`config.mk`:
```
export PLATFORM = sky130hd
export DESIGN_NAME = colormap_interpolating_lookup_top
export DESIGN_NICKNAME = d
export VERILOG_FILES = /design/src/rtl/cmil_pkg.sv /design/src/rtl/cmil_ram.sv /design/src/rtl/cmil_div.sv /design/src/rtl/colormap_interpolating_lookup_top.sv
export SDC_FILE = /design/constraint.sdc
export NUM_CORES = 2
export LEC_CHECK = 0
export ABC_AREA = 1
export ABC_CLOCK_PERIOD_IN_PS = 9900
export BUFFER_PORTS_ARGS = -buffer_cell sky130_fd_sc_hd__buf_2
export CORE_AREA = 2 2 422 424
export DETAILED_ROUTE_END_ITERATION = 8
export DIE_AREA = 0 0 424 426
export GPL_ROUTABILITY_DRIVEN = 0
export PLACE_DENSITY = 0.66
export SETUP_SLACK_MARGIN = 0.15
export SLEW_MARGIN = 25
export SYNTH_ARGS = -nofsm -noshare
export SYNTH_HDL_FRONTEND = slang
export SYNTH_SLANG_ARGS = --single-unit
```
`constraint.sdc`:
```
create_clock -name i_clk -period 9.9 [get_ports i_clk]
set_input_delay 1.98 -clock i_clk [delete_from_list [all_inputs] [get_ports i_clk]]
set_output_delay 1.98 -clock i_clk [all_outputs]
set_load 0.01 [all_outputs]
```
`src/rtl/cmil_pkg.sv`:
```
// ----------------------------------------------------------------------------
// cmil_pkg: shared types and constants for the colormap lookup
// Payload structs, operation codes and parameter defaults used by the
// top level, the port checker and the testbench.
// ----------------------------------------------------------------------------
package cmil_pkg;

    // Defaults for the top-level parameters
    localparam int MAX_STOPS    = 16;
    localparam int NUM_CHANNELS = 4;
    localparam int VALUE_BITS   = 16;

    // Fixed payload geometry
    localparam int FIELD_BITS   = 16;
    localparam int RESULT_CH    = 4;
    localparam int CFG_BITS     = 5;

    localparam logic [CFG_BITS-1:0] ENTRIES_RESET = 5'd1;

    typedef enum logic {
        OP_WRITE  = 1'b0,
        OP_LOOKUP = 1'b1
    } t_op;

    typedef struct packed {
        t_op         op;
        logic [3:0]  stop_slot;
        logic [15:0] stop_key;
        logic [15:0] stop_ch0;
        logic [15:0] stop_ch1;
        logic [15:0] stop_ch2;
        logic [15:0] stop_ch3;
        logic [15:0] sample_value;
    } t_item;

    typedef struct packed {
        logic [3:0]  segment_index;
        logic [15:0] color_ch0;
        logic [15:0] color_ch1;
        logic [15:0] color_ch2;
        logic [15:0] color_ch3;
    } t_result;

endpackage

```
`src/rtl/cmil_ram.sv`:
```
// ----------------------------------------------------------------------------
// cmil_ram: generic single-port-write, single-port-read RAM
// One write and one read address per cycle; read data is registered.
// ----------------------------------------------------------------------------
module cmil_ram #(
    parameter int WIDTH = 16,
    parameter int DEPTH = 16,
    localparam int AW   = (DEPTH > 1) ? $clog2(DEPTH) : 1
) (
    input  logic             i_clk,
    input  logic             i_we,
    input  logic [AW-1:0]    i_waddr,
    input  logic [WIDTH-1:0] i_wdata,
    input  logic [AW-1:0]    i_raddr,
    output logic [WIDTH-1:0] o_rdata
);

    logic [WIDTH-1:0] r_mem [DEPTH];
    logic [WIDTH-1:0] r_rdata;

    // Write and registered read
    always_ff @(posedge i_clk) begin
        if (i_we) begin
            r_mem[i_waddr] <= i_wdata;
        end
        r_rdata <= r_mem[i_raddr];
    end

    assign o_rdata = r_rdata;

endmodule

```
`src/rtl/cmil_div.sv`:
```
// ----------------------------------------------------------------------------
// cmil_div: serial restoring divider
// Divides a 2*VB-bit dividend by a VB-bit divisor, one quotient bit per
// cycle. The caller guarantees the quotient fits in VB bits.
// ----------------------------------------------------------------------------
module cmil_div #(
    parameter int VB = 16
) (
    input  logic            i_clk,
    input  logic            i_rst_n,
    input  logic            i_start,
    input  logic [2*VB-1:0] i_dividend,
    input  logic [VB-1:0]   i_divisor,
    output logic            o_done,
    output logic [VB-1:0]   o_quot
);

    localparam int CW = $clog2(VB + 1);

    logic [VB-1:0] r_rem;
    logic [VB-1:0] r_low;
    logic [VB-1:0] r_div;
    logic [CW-1:0] r_cnt;
    logic          r_busy;
    logic          r_done;

    logic [VB:0]   trial;
    logic [VB:0]   diff;
    logic          qbit;

    // Shift in the next dividend bit and try the subtraction
    always_comb begin
        trial = {r_rem, r_low[VB-1]};
        diff  = trial - {1'b0, r_div};
        qbit  = (trial >= {1'b0, r_div});
    end

    // Control: count the steps, flag the last one
    always_ff @(posedge i_clk) begin
        if (!i_rst_n) begin
            r_busy <= 1'b0;
            r_done <= 1'b0;
            r_cnt  <= '0;
        end else begin
            r_done <= 1'b0;
            if (i_start) begin
                r_busy <= 1'b1;
                r_cnt  <= CW'(VB);
            end else if (r_busy) begin
                r_cnt <= r_cnt - CW'(1);
                if (r_cnt == CW'(1)) begin
                    r_busy <= 1'b0;
                    r_done <= 1'b1;
                end
            end
        end
    end

    // Datapath: partial remainder and quotient shift register
    always_ff @(posedge i_clk) begin
        if (i_start) begin
            r_rem <= i_dividend[2*VB-1:VB];
            r_low <= i_dividend[VB-1:0];
            r_div <= i_divisor;
        end else if (r_busy) begin
            r_rem <= qbit ? diff[VB-1:0] : trial[VB-1:0];
            r_low <= {r_low[VB-2:0], qbit};
        end
    end

    assign o_done = r_done;
    assign o_quot = r_low;

endmodule

```
`src/rtl/colormap_interpolating_lookup_top.sv`:
```
// ----------------------------------------------------------------------------
// colormap_interpolating_lookup_top: interpolating colormap table
// Stores colormap stops and maps sample values to interpolated colors.
//
// Usage:
//   Command channel: an item transfers at a rising edge with start high
//   and busy low. A write item (op = OP_WRITE) stores one stop in the same
//   cycle and produces no result; busy stays low, so writes can stream one
//   per cycle. A lookup item raises busy until its result is loaded.
//   Result channel: o_result_valid is high for exactly one cycle with the
//   result on o_result; the receiver cannot stall and must take it then.
//   Configuration: i_cfg_we writes entries_in_use from i_cfg_wdata; write
//   it only while the block is idle.
//   A lookup at or below the first key, or at or above the last key,
//   returns that stop's color; otherwise a binary search brackets the
//   value and each channel is blended in the shared multiplier and
//   divided by the serial divider, one quotient bit per cycle shared by
//   all channels. Busy drops the cycle the result appears, so the
//   next item can transfer while the result is shown.
//   Reset: entries_in_use returns to 1 and the sequencer goes idle; the
//   stop table is not cleared and holds garbage until written.
// ----------------------------------------------------------------------------
module colormap_interpolating_lookup_top #(
    parameter int MAX_STOPS    = cmil_pkg::MAX_STOPS,
    parameter int NUM_CHANNELS = cmil_pkg::NUM_CHANNELS,
    parameter int VALUE_BITS   = cmil_pkg::VALUE_BITS
) (
    input  logic                            i_clk,
    input  logic                            i_rst_n,
    input  logic                            start,
    output logic                            busy,
    input  cmil_pkg::t_item                 i_item,
    input  logic                            i_cfg_we,
    input  logic [cmil_pkg::CFG_BITS-1:0]   i_cfg_wdata,
    output logic                            o_result_valid,
    output cmil_pkg::t_result               o_result
);

    localparam int VB  = VALUE_BITS;
    localparam int NC  = NUM_CHANNELS;
    localparam int AW  = (MAX_STOPS > 1) ? $clog2(MAX_STOPS) : 1;
    localparam int CHW = (NC > 1) ? $clog2(NC) : 1;
    localparam int RC  = cmil_pkg::RESULT_CH;
    localparam int FB  = cmil_pkg::FIELD_BITS;

    typedef enum logic [15:0] {
        S_IDLE     = 16'b0000_0000_0000_0001,
        S_K0       = 16'b0000_0000_0000_0010,
        S_KN       = 16'b0000_0000_0000_0100,
        S_CHKN     = 16'b0000_0000_0000_1000,
        S_SRCH_RD  = 16'b0000_0000_0001_0000,
        S_SRCH_CMP = 16'b0000_0000_0010_0000,
        S_CRD_LO   = 16'b0000_0000_0100_0000,
        S_CRD_HI   = 16'b0000_0000_1000_0000,
        S_PREP     = 16'b0000_0001_0000_0000,
        S_MUL_A    = 16'b0000_0010_0000_0000,
        S_MUL_B    = 16'b0000_0100_0000_0000,
        S_SUM      = 16'b0000_1000_0000_0000,
        S_DIV_GO   = 16'b0001_0000_0000_0000,
        S_DIV_WAIT = 16'b0010_0000_0000_0000,
        S_CRD_EDGE = 16'b0100_0000_0000_0000,
        S_EDGE_OUT = 16'b1000_0000_0000_0000
    } t_state;

    t_state                     r_state, n_state;
    logic [cmil_pkg::CFG_BITS-1:0] r_entries;
    logic [VB-1:0]              r_v;
    logic [AW-1:0]              r_lo, r_hi;
    logic [VB-1:0]              r_klo, r_khi;
    logic [VB*NC-1:0]           r_clo, r_chi;
    logic [VB-1:0]              r_dlo, r_dhi, r_range;
    logic [2*VB-1:0]            r_prod, r_num;
    logic [CHW-1:0]             r_ch;
    logic [FB-1:0]              r_color [RC];
    logic [AW-1:0]              r_seg;
    logic                       r_valid;

    logic                       accept, wr_en;
    logic [AW-1:0]              last_idx, mid;
    logic [AW-1:0]              key_raddr, col_raddr;
    logic [VB-1:0]              key_rdata, key_wdata;
    logic [VB*NC-1:0]           col_rdata, col_wdata;
    logic [VB*RC-1:0]           col_pad;
    logic [RC-1:0][FB-1:0]      ch_in;
    logic [AW-1:0]              new_lo, new_hi;
    logic                       go_right;
    logic [VB-1:0]              m_a, m_b;
    logic [2*VB-1:0]            m_p;
    logic                       div_start, div_done;
    logic [VB-1:0]              div_q;

    assign busy   = (r_state != S_IDLE);
    assign accept = start && !busy;
    assign wr_en  = accept && (i_item.op == cmil_pkg::OP_WRITE)
                    && (32'(i_item.stop_slot) < MAX_STOPS);

    // Clamp the entry count into 1..MAX_STOPS and take the last index
    always_comb begin
        if (r_entries == '0) begin
            last_idx = '0;
        end else if (32'(r_entries) > MAX_STOPS) begin
            last_idx = AW'(MAX_STOPS - 1);
        end else begin
            last_idx = AW'(r_entries - cmil_pkg::CFG_BITS'(1));
        end
    end

    // Pack the write item into table words
    always_comb begin
        ch_in     = {i_item.stop_ch3, i_item.stop_ch2, i_item.stop_ch1, i_item.stop_ch0};
        key_wdata = VB'(i_item.stop_key);
        col_wdata = '0;
        for (int c = 0; c < NC; c++) begin
            col_wdata[c*VB +: VB] = VB'(ch_in[c]);
        end
    end

    // Binary search step
    always_comb begin
        mid      = AW'(({1'b0, r_lo} + {1'b0, r_hi}) >> 1);
        go_right = (key_rdata <= r_v);
        new_lo   = go_right ? mid : r_lo;
        new_hi   = go_right ? r_hi : mid;
    end

    // Read address selection per state
    always_comb begin
        key_raddr = '0;
        col_raddr = '0;
        case (r_state)
            S_KN:       key_raddr = last_idx;
            S_SRCH_RD:  key_raddr = mid;
            S_CRD_LO:   col_raddr = r_lo;
            S_CRD_HI:   col_raddr = r_hi;
            S_CRD_EDGE: col_raddr = r_lo;
            default: begin
                key_raddr = '0;
                col_raddr = '0;
            end
        endcase
    end

    cmil_ram #(.WIDTH(VB), .DEPTH(MAX_STOPS)) u_key_ram (
        .i_clk   (i_clk),
        .i_we    (wr_en),
        .i_waddr (AW'(i_item.stop_slot)),
        .i_wdata (key_wdata),
        .i_raddr (key_raddr),
        .o_rdata (key_rdata)
    );

    cmil_ram #(.WIDTH(VB*NC), .DEPTH(MAX_STOPS)) u_col_ram (
        .i_clk   (i_clk),
        .i_we    (wr_en),
        .i_waddr (AW'(i_item.stop_slot)),
        .i_wdata (col_wdata),
        .i_raddr (col_raddr),
        .o_rdata (col_rdata)
    );

    assign col_pad = (VB*RC)'(col_rdata);

    // Shared multiplier: low stop weight first, then high stop weight
    always_comb begin
        m_a = (r_state == S_MUL_B) ? r_chi[r_ch*VB +: VB] : r_clo[r_ch*VB +: VB];
        m_b = (r_state == S_MUL_B) ? r_dlo : r_dhi;
        m_p = (2*VB)'(m_a) * (2*VB)'(m_b);
    end

    assign div_start = (r_state == S_DIV_GO);

    cmil_div #(.VB(VB)) u_div (
        .i_clk      (i_clk),
        .i_rst_n    (i_rst_n),
        .i_start    (div_start),
        .i_dividend (r_num),
        .i_divisor  (r_range),
        .o_done     (div_done),
        .o_quot     (div_q)
    );

    // Sequencer next state
    always_comb begin
        n_state = r_state;
        case (r_state)
            S_IDLE: begin
                if (accept && (i_item.op == cmil_pkg::OP_LOOKUP)) n_state = S_K0;
            end
            S_K0:       n_state = S_KN;
            S_KN:       n_state = (r_v <= key_rdata) ? S_CRD_EDGE : S_CHKN;
            S_CHKN: begin
                if (key_rdata <= r_v) begin
                    n_state = S_CRD_EDGE;
                end else if (last_idx > AW'(1)) begin
                    n_state = S_SRCH_RD;
                end else begin
                    n_state = S_CRD_LO;
                end
            end
            S_SRCH_RD:  n_state = S_SRCH_CMP;
            S_SRCH_CMP: begin
                if (({1'b0, new_hi} - {1'b0, new_lo}) > (AW+1)'(1)) begin
                    n_state = S_SRCH_RD;
                end else begin
                    n_state = S_CRD_LO;
                end
            end
            S_CRD_LO:   n_state = S_CRD_HI;
            S_CRD_HI:   n_state = S_PREP;
            S_PREP:     n_state = S_MUL_A;
            S_MUL_A:    n_state = S_MUL_B;
            S_MUL_B:    n_state = S_SUM;
            S_SUM:      n_state = S_DIV_GO;
            S_DIV_GO:   n_state = S_DIV_WAIT;
            S_DIV_WAIT: begin
                if (div_done) begin
                    n_state = (r_ch == CHW'(NC - 1)) ? S_IDLE : S_MUL_A;
                end
            end
            S_CRD_EDGE: n_state = S_EDGE_OUT;
            S_EDGE_OUT: n_state = S_IDLE;
            default:    n_state = S_IDLE;
        endcase
    end

    // Control registers
    always_ff @(posedge i_clk) begin
        if (!i_rst_n) begin
            r_state   <= S_IDLE;
            r_entries <= cmil_pkg::ENTRIES_RESET;
            r_valid   <= 1'b0;
        end else begin
            r_state <= n_state;
            if (i_cfg_we) begin
                r_entries <= i_cfg_wdata;
            end
            r_valid <= (r_state == S_EDGE_OUT)
                       || ((r_state == S_DIV_WAIT) && div_done && (r_ch == CHW'(NC - 1)));
        end
    end

    // Datapath registers
    always_ff @(posedge i_clk) begin
        case (r_state)
            S_IDLE: begin
                r_v <= VB'(i_item.sample_value);
            end
            S_KN: begin
                // hold the first key; an edge hit selects stop 0
                r_klo <= key_rdata;
                r_lo  <= '0;
            end
            S_CHKN: begin
                r_khi <= key_rdata;
                r_lo  <= (key_rdata <= r_v) ? last_idx : '0;
                r_hi  <= last_idx;
            end
            S_SRCH_CMP: begin
                r_lo <= new_lo;
                r_hi <= new_hi;
                if (go_right) begin
                    r_klo <= key_rdata;
                end else begin
                    r_khi <= key_rdata;
                end
            end
            S_CRD_HI: begin
                r_clo <= col_rdata;
            end
            S_PREP: begin
                r_chi   <= col_rdata;
                r_dhi   <= r_khi - r_v;
                r_dlo   <= r_v - r_klo;
                r_range <= r_khi - r_klo;
                r_ch    <= '0;
                r_seg   <= r_lo;
                for (int c = 0; c < RC; c++) begin
                    r_color[c] <= '0;
                end
            end
            S_MUL_A: begin
                r_prod <= m_p;
                r_num  <= (2*VB)'(r_range >> 1);
            end
            S_MUL_B: begin
                r_prod <= m_p;
                r_num  <= r_num + r_prod;
            end
            S_SUM: begin
                r_num <= r_num + r_prod;
            end
            S_DIV_WAIT: begin
                if (div_done) begin
                    for (int c = 0; c < RC; c++) begin
                        if ((c < NC) && (r_ch == CHW'(c))) begin
                            r_color[c] <= FB'(div_q);
                        end
                    end
                    r_ch <= r_ch + CHW'(1);
                end
            end
            S_EDGE_OUT: begin
                r_seg <= r_lo;
                for (int c = 0; c < RC; c++) begin
                    r_color[c] <= (c < NC) ? FB'(col_pad[c*VB +: VB]) : '0;
                end
            end
            default: begin
                r_v <= r_v;
            end
        endcase
    end

    // Drive the result
    assign o_result_valid          = r_valid;
    assign o_result.segment_index  = 4'(r_seg);
    assign o_result.color_ch0      = r_color[0];
    assign o_result.color_ch1      = r_color[1];
    assign o_result.color_ch2      = r_color[2];
    assign o_result.color_ch3      = r_color[3];

endmodule

```
## Word-level counts from Yosys, hierarchy flattened

Memory sizes are Yosys's and may differ from the RTL's. A register that Yosys moved wholly into a read port is not among the register bits.
Cells that the tools add are included.

- Eq/ne operators: 25
- Mux-type cells: 67
- Bitwise operators: 11
- Shift operators: 2
- Multiply operators: 1
- $lt $le $gt $ge: 6
- $add $sub $neg: 10
- Reduce and logical (&&, ||, !) cells: 25

Operators with widths:

| cell | count |
|---|---|
| $mux 16 | 19 |
| $pmux 16 s15 | 1 |
| $shiftx 64x7->16 | 2 |
| $pmux 16 s2 | 2 |
| $pmux 32 s2 | 1 |
| $sub 16x16->16 | 4 |
| $add 32x32->32 | 1 |
| $le 16x16->1 | 2 |
| $mul 16x16->32 | 1 |
| $mux 15 | 2 |
| $mux 1 | 26 |
| $pmux 4 s2 | 3 |
| $mux 4 | 5 |
| $ge 17x16->1 | 1 |
| $eq 16x1->1 const B | 1 |
| $eq 16x10->1 const B | 1 |
| $eq 16x11->1 const B | 1 |
| $eq 16x12->1 const B | 1 |
| $eq 16x13->1 const B | 1 |
| $eq 16x14->1 const B | 1 |
| $eq 16x15->1 const B | 1 |
| $eq 16x16->1 const B | 1 |
| $eq 16x2->1 const B | 1 |
| $eq 16x3->1 const B | 1 |
| 38 further kinds | 67 |

- Register bits after elaboration: 379
- Logic and storage cells: 174
- Output and inout bits: 70
- Bits in writable memories: 1344
- Memories kept: 3

Memories:

| memory | words | width | rd ports | clocked after Yosys merged registers in | wr ports | RTL line | text |
|---|---|---|---|---|---|---|---|
| u_col_ram.r_mem | 16 | 64 | 1 | 1 | 1 | cmil_ram.sv:18 | `logic [WIDTH-1:0] r_mem [DEPTH];` |
| u_key_ram.r_mem | 16 | 16 | 1 | 1 | 1 | cmil_ram.sv:18 |  |
| r_color | 4 | 16 | 4 | 0 | 4 | colormap_interpolating_lookup_top.sv:74 | `logic [FB-1:0] r_color [RC];` |

## Longest topological paths before layout

- Word-level depth: 7
- Gate-level depth with buffers: 35

## By module

From an unflattened synthesis, not the netlist that was laid out.

- Cell total of the unflattened synthesis: 8874
- Area total of the unflattened synthesis: 88745.1 µm²

Modules (own cells, without submodules):

| module | area each (µm²) | cells each | times used |
|---|---|---|---|
| cmil_ram at u_col_ram | 45285.9 | 4210 | 1 |
| colormap_interpolating_lookup_top | 28549.9 | 3145 | 1 |
| cmil_ram at u_key_ram | 11380.9 | 1074 | 1 |
| cmil_div | 3528.4 | 445 | 1 |

## Worst setup path before layout

OpenSTA, ideal clock, no wires.

- Kind: input to register
- Start point: in start
- End point: mem u_col_ram.r_mem[0][0] (netlist name), enable pin
- Stages on the path: 4
- Required time: 9.381 ns
- Arrival: 5.869 ns
- Slack: 3.511 ns
- Buffers on the path: 0
- Cell sequence: inv_1 -> nor3_1 -> nand3_1 -> nor2_1

- Cells in the longest elaborated chain, start to end: 4

Ends and longest elaborated chain:

| item | RTL line | text |
|---|---|---|
| from (decl) | colormap_interpolating_lookup_top.sv:30 | `input logic start,` |
| $logic_and 1x1->1 | colormap_interpolating_lookup_top.sv:93 | `assign accept = start && !busy;` |
| $logic_and 1x1->1 | colormap_interpolating_lookup_top.sv:94 | `assign wr_en = accept && (i_item.op == cmil_pkg::OP_WRITE)` |
| $mux 1 | cmil_ram.sv:23 | `if (i_we) begin` |
| $mux 1 (not written as such) | cmil_ram.sv:24 | `r_mem[i_waddr] <= i_wdata;` |
| to (decl) | cmil_ram.sv:18 |  |

Every way passes these cells.

## Final worst setup path

- Start point: reg r_state[6]
- End point: reg r_prod[27] (data pin)

- Cells in the longest elaborated chain, start to end: 3

Ends and longest elaborated chain:

| item | RTL line | text |
|---|---|---|
| from (decl) | colormap_interpolating_lookup_top.sv:65 | `t_state r_state, n_state;` |
| from (signal assigned) | colormap_interpolating_lookup_top.sv:233 | `r_state <= n_state;` |
| $eq 16x11->1 * | colormap_interpolating_lookup_top.sv:165, colormap_interpolating_lookup_top.sv:166 |  |
| $mux 16, on equally long branches | colormap_interpolating_lookup_top.sv:165, colormap_interpolating_lookup_top.sv:166 |  |
| $mul 16x16->32 * | colormap_interpolating_lookup_top.sv:167 | `m_p = (2*VB)'(m_a) * (2*VB)'(m_b);` |
| via m_p[27] | colormap_interpolating_lookup_top.sv:88 | `logic [2*VB-1:0] m_p;` |
| to (signal assigned) | colormap_interpolating_lookup_top.sv:282 | `r_prod <= m_p;` |
| to (signal assigned) | colormap_interpolating_lookup_top.sv:286 | `r_prod <= m_p;` |
| to (decl) | colormap_interpolating_lookup_top.sv:72 | `logic [2*VB-1:0] r_prod, r_num;` |

Mark *: on every way through the listed nets, which the timed path passes. The rest lies on a longest branch.
A chain may end at the register's enable or synchronous reset.

==> run metrics <==
Avg Cell Area, Syn=10.3 um^2; global-route wire length before repair=368000 um; largest cells by area after synthesis=edfxtp_1, nand2_1, nand3_1, fa_1, inv_1; EDFF count, synth=1694; WP data arrival=8.43 ns; setup TNS=0 ns; Synth area leader=edfxtp_1; Switch Pwr=3650 uW; Slew @ Worst Pin=1.12 ns; nature of the critical path endpoint=flip-flop; die area=0.181 mm^2; starting DRC count in detailed routing=7276; share of layout cells above drive strength 1=0.0730; Synth Register Bits=approximately 1800; DR vias/cell=5.60; top-area cell type share of the netlist area=0.581; dominant synthesized flop cell=edfxtp_1; initial antenna violation count=44; average wire per standard cell=22.2 um; Final Slew Violations=0; clk slew on worst S/H paths=about 0.06 ns; gr ovfl total=0; switch share=0.222; count leader, synth=nand2_1; NumNets Final=slightly above 9000; Rel. slew slack=0.250; HPWL after detailed placement=approximately 150000 um; RSZ-0062 raised after global routing=no; Initial Util=0.498; Internal=12800 uW; status=complete, no violations; H-tree Lvls=4; leakage=slightly above 0.04 uW; TritonCTS Buffers=186; Critical Path RT=10.42 ns; top achievable clock speed=0.126 GHz; asr flop ratio synth=0; max_cap viols=0; Vias=62015; # hold bufs at CTS=0; Final ANT Viol Nets=0; Hold Vio Cnt, Final=0; worst clock skew=around 0.054 ns; hold depth=0; core area=0.176 mm^2; synthesized cell area=0.0876 mm^2; Max VDD drop=184 uV; unique cell type count in the Yosys netlist=44; # DRC=0; M2 GR Usage=0.424; area delta synth->final=10.3%; Synth Instances=8525; die width=424 um; DIE HEIGHT=426 um; part of the power in combinational logic=0.055; CTS tree=built; period utilization=0.799; top cells by count, synth=nand2_1, edfxtp_1, nand3_1, inv_1, nor2_1; CP max FO=20; CP startpoint kind=flip-flop; IO buf count=179; vias in the first global route=59646; Total Wirelength=245000 um; min setup slack post-route=1.99 ns; number of I/O pins=180; final core occ=0.550; Place WS=~2.0 ns; Warnings, synthesis=0; reg2reg path depth=27; clock share of power=0.427; PostCTS Resize Cnt=0; Pwr Density=170 mW/mm^2; sequential area share after synthesis=0.606; clock tree buffer depth=3; clk_lat worst skew=0.83 ns; FP Rows=about 150; met1 usage=0.369; Final setup viols=0; drt pass-1 iters=7; CTS root buf=clkbuf_16; grt peak-use layer=met2; post-CTS setup repair buffer count=0; syn_nets=9062; min Tclk post-route=7.91 ns; GRT Total Usage=0.269; largest net degree at the start of global routing=210; CTS sink count=1803; sequential power share=0.519; Hold WC Path Type=reg -> reg; crit path kind=reg -> reg; GRT met3 Usage=0.0518
## per-stage QoR
step	hold WS, ns	power (uW)	instance area, um^2	std cells
finish	0.383	16500	96600	11069
global route	0.415	16900	96600	11064
CTS	0.395	16500	96500	11054
detailed placement	0.412	9590	90400	10710
global placement	0.409	9560	90300	10710
floorplan	0.400	9240	87600	8525
## layout make-up
cell class                      count  area, um^2
Antenna cell                       13        32.5
Inverter                         1044        3930
Tap cell                         2340        2930
Multi-Input combinational cell   5274       28800
Clock buffer                      264        5280
Clock inverter                     80         888
Sequential cell                  1803       53100
Fill cell                       14875       79100
Timing Repair Buffer              251        1670
## worst paths after layout
kind | startpoint | endpoint | slack [ns]
hold reg to reg | r_range[0]$_DFFE_PP_ | u_div.r_div[0]$_DFFE_PP_ | 0.38
setup reg to reg | r_state[6]$_SDFFE_PN0P_ | r_prod[27]$_DFFE_PP_ | 1.99
setup / recovery | r_state[6]$_SDFFE_PN0P_ | r_prod[27]$_DFFE_PP_ | 1.99
hold / removal | r_range[0]$_DFFE_PP_ | u_div.r_div[0]$_DFFE_PP_ | 0.38
## worst max-delay path: stages, from the launching register on
cell and delay [ns]:
dfxtp_1 0.34, nor2_2 0.18, nand2_4 0.10, nor2_4 0.30, nand4_2 0.50, inv_2 0.43, nor2_1 0.08, nor2_1 0.83
nand2_1 0.22, fa_1 0.57, fa_1 0.51, fa_1 0.55, inv_1 0.07, fa_1 0.50, fa_1 0.49, inv_1 0.05
fa_1 0.47, inv_1 0.04, ha_1 0.33, a21oi_1 0.20, o21ai_0 0.11, a21oi_1 0.13, nand2_1 0.15, nand2_1 0.11
nand2_1 0.08, nand2_1 0.08, nand2_1 0.05, xor2_1 0.14
## cell families (layout without fill, tap and decap cells)
family          after synthesis  count (layout)  synth area share
fa+ha+maj                   427             427            0.0782
buf+inv                    1448            1639            0.0676
flops                      1803            1803             0.606
xor+xnor                    103             103            0.0103
simple gates               4324            4324             0.212
compound gates              418             418            0.0259
mux                           2               2          0.000257
other cells                   0              13                 0
## state kept, by name, indices dropped and copies added (netlist names), 32 cells and up
name / flops
r_prod: 32
u_key_ram.r_mem: 256
u_col_ram.o_rdata: 64
u_col_ram.r_mem: 1024
r_clo: 64
r_num: 32
r_color: 64
r_chi: 64
## metal layers
metal / up-vias / wire length, um
met5: - / 198
met4: 30 / 9310
met3: 533 / 22100
met2: 2925 / 114000
met1: 29980 / 100000
li1: 28547 / -
## cell usage in the layout (no fill, tap or decap), drive strengths merged, types with 7 or more instances in the layout
master	count
nand2	2310
edfxtp	1694
nand3	1571
inv	1046
nor2	364
clkbuf	264
buf	251
ha	226
fa	201
a21oi	182
o21ai	169
dfxtp	109
xor2	68
clkinv	61
xnor2	35
nor3	27
a21o	18
nand3b	18
nand4	18
diode	13
o21bai	13
bufinv	13
a31oi	9
a21boi	9
or2	7
nor4	7
## power by group through the flow
| stage | sequential, uW | combinational (uW) | clock (uW) |
|---|---|---|---|
| CTS | 8540 | 894 | 7110 |
| global route | 8540 | 1000 | 7410 |
| floorplan | 8670 | 568 | 0 |
| global placement | 8700 | 865 | 0 |
| detailed placement | 8700 | 890 | 0 |
| finish | 8540 | 900 | 7020 |
Note: power is estimated with default switching activity, not from simulation.
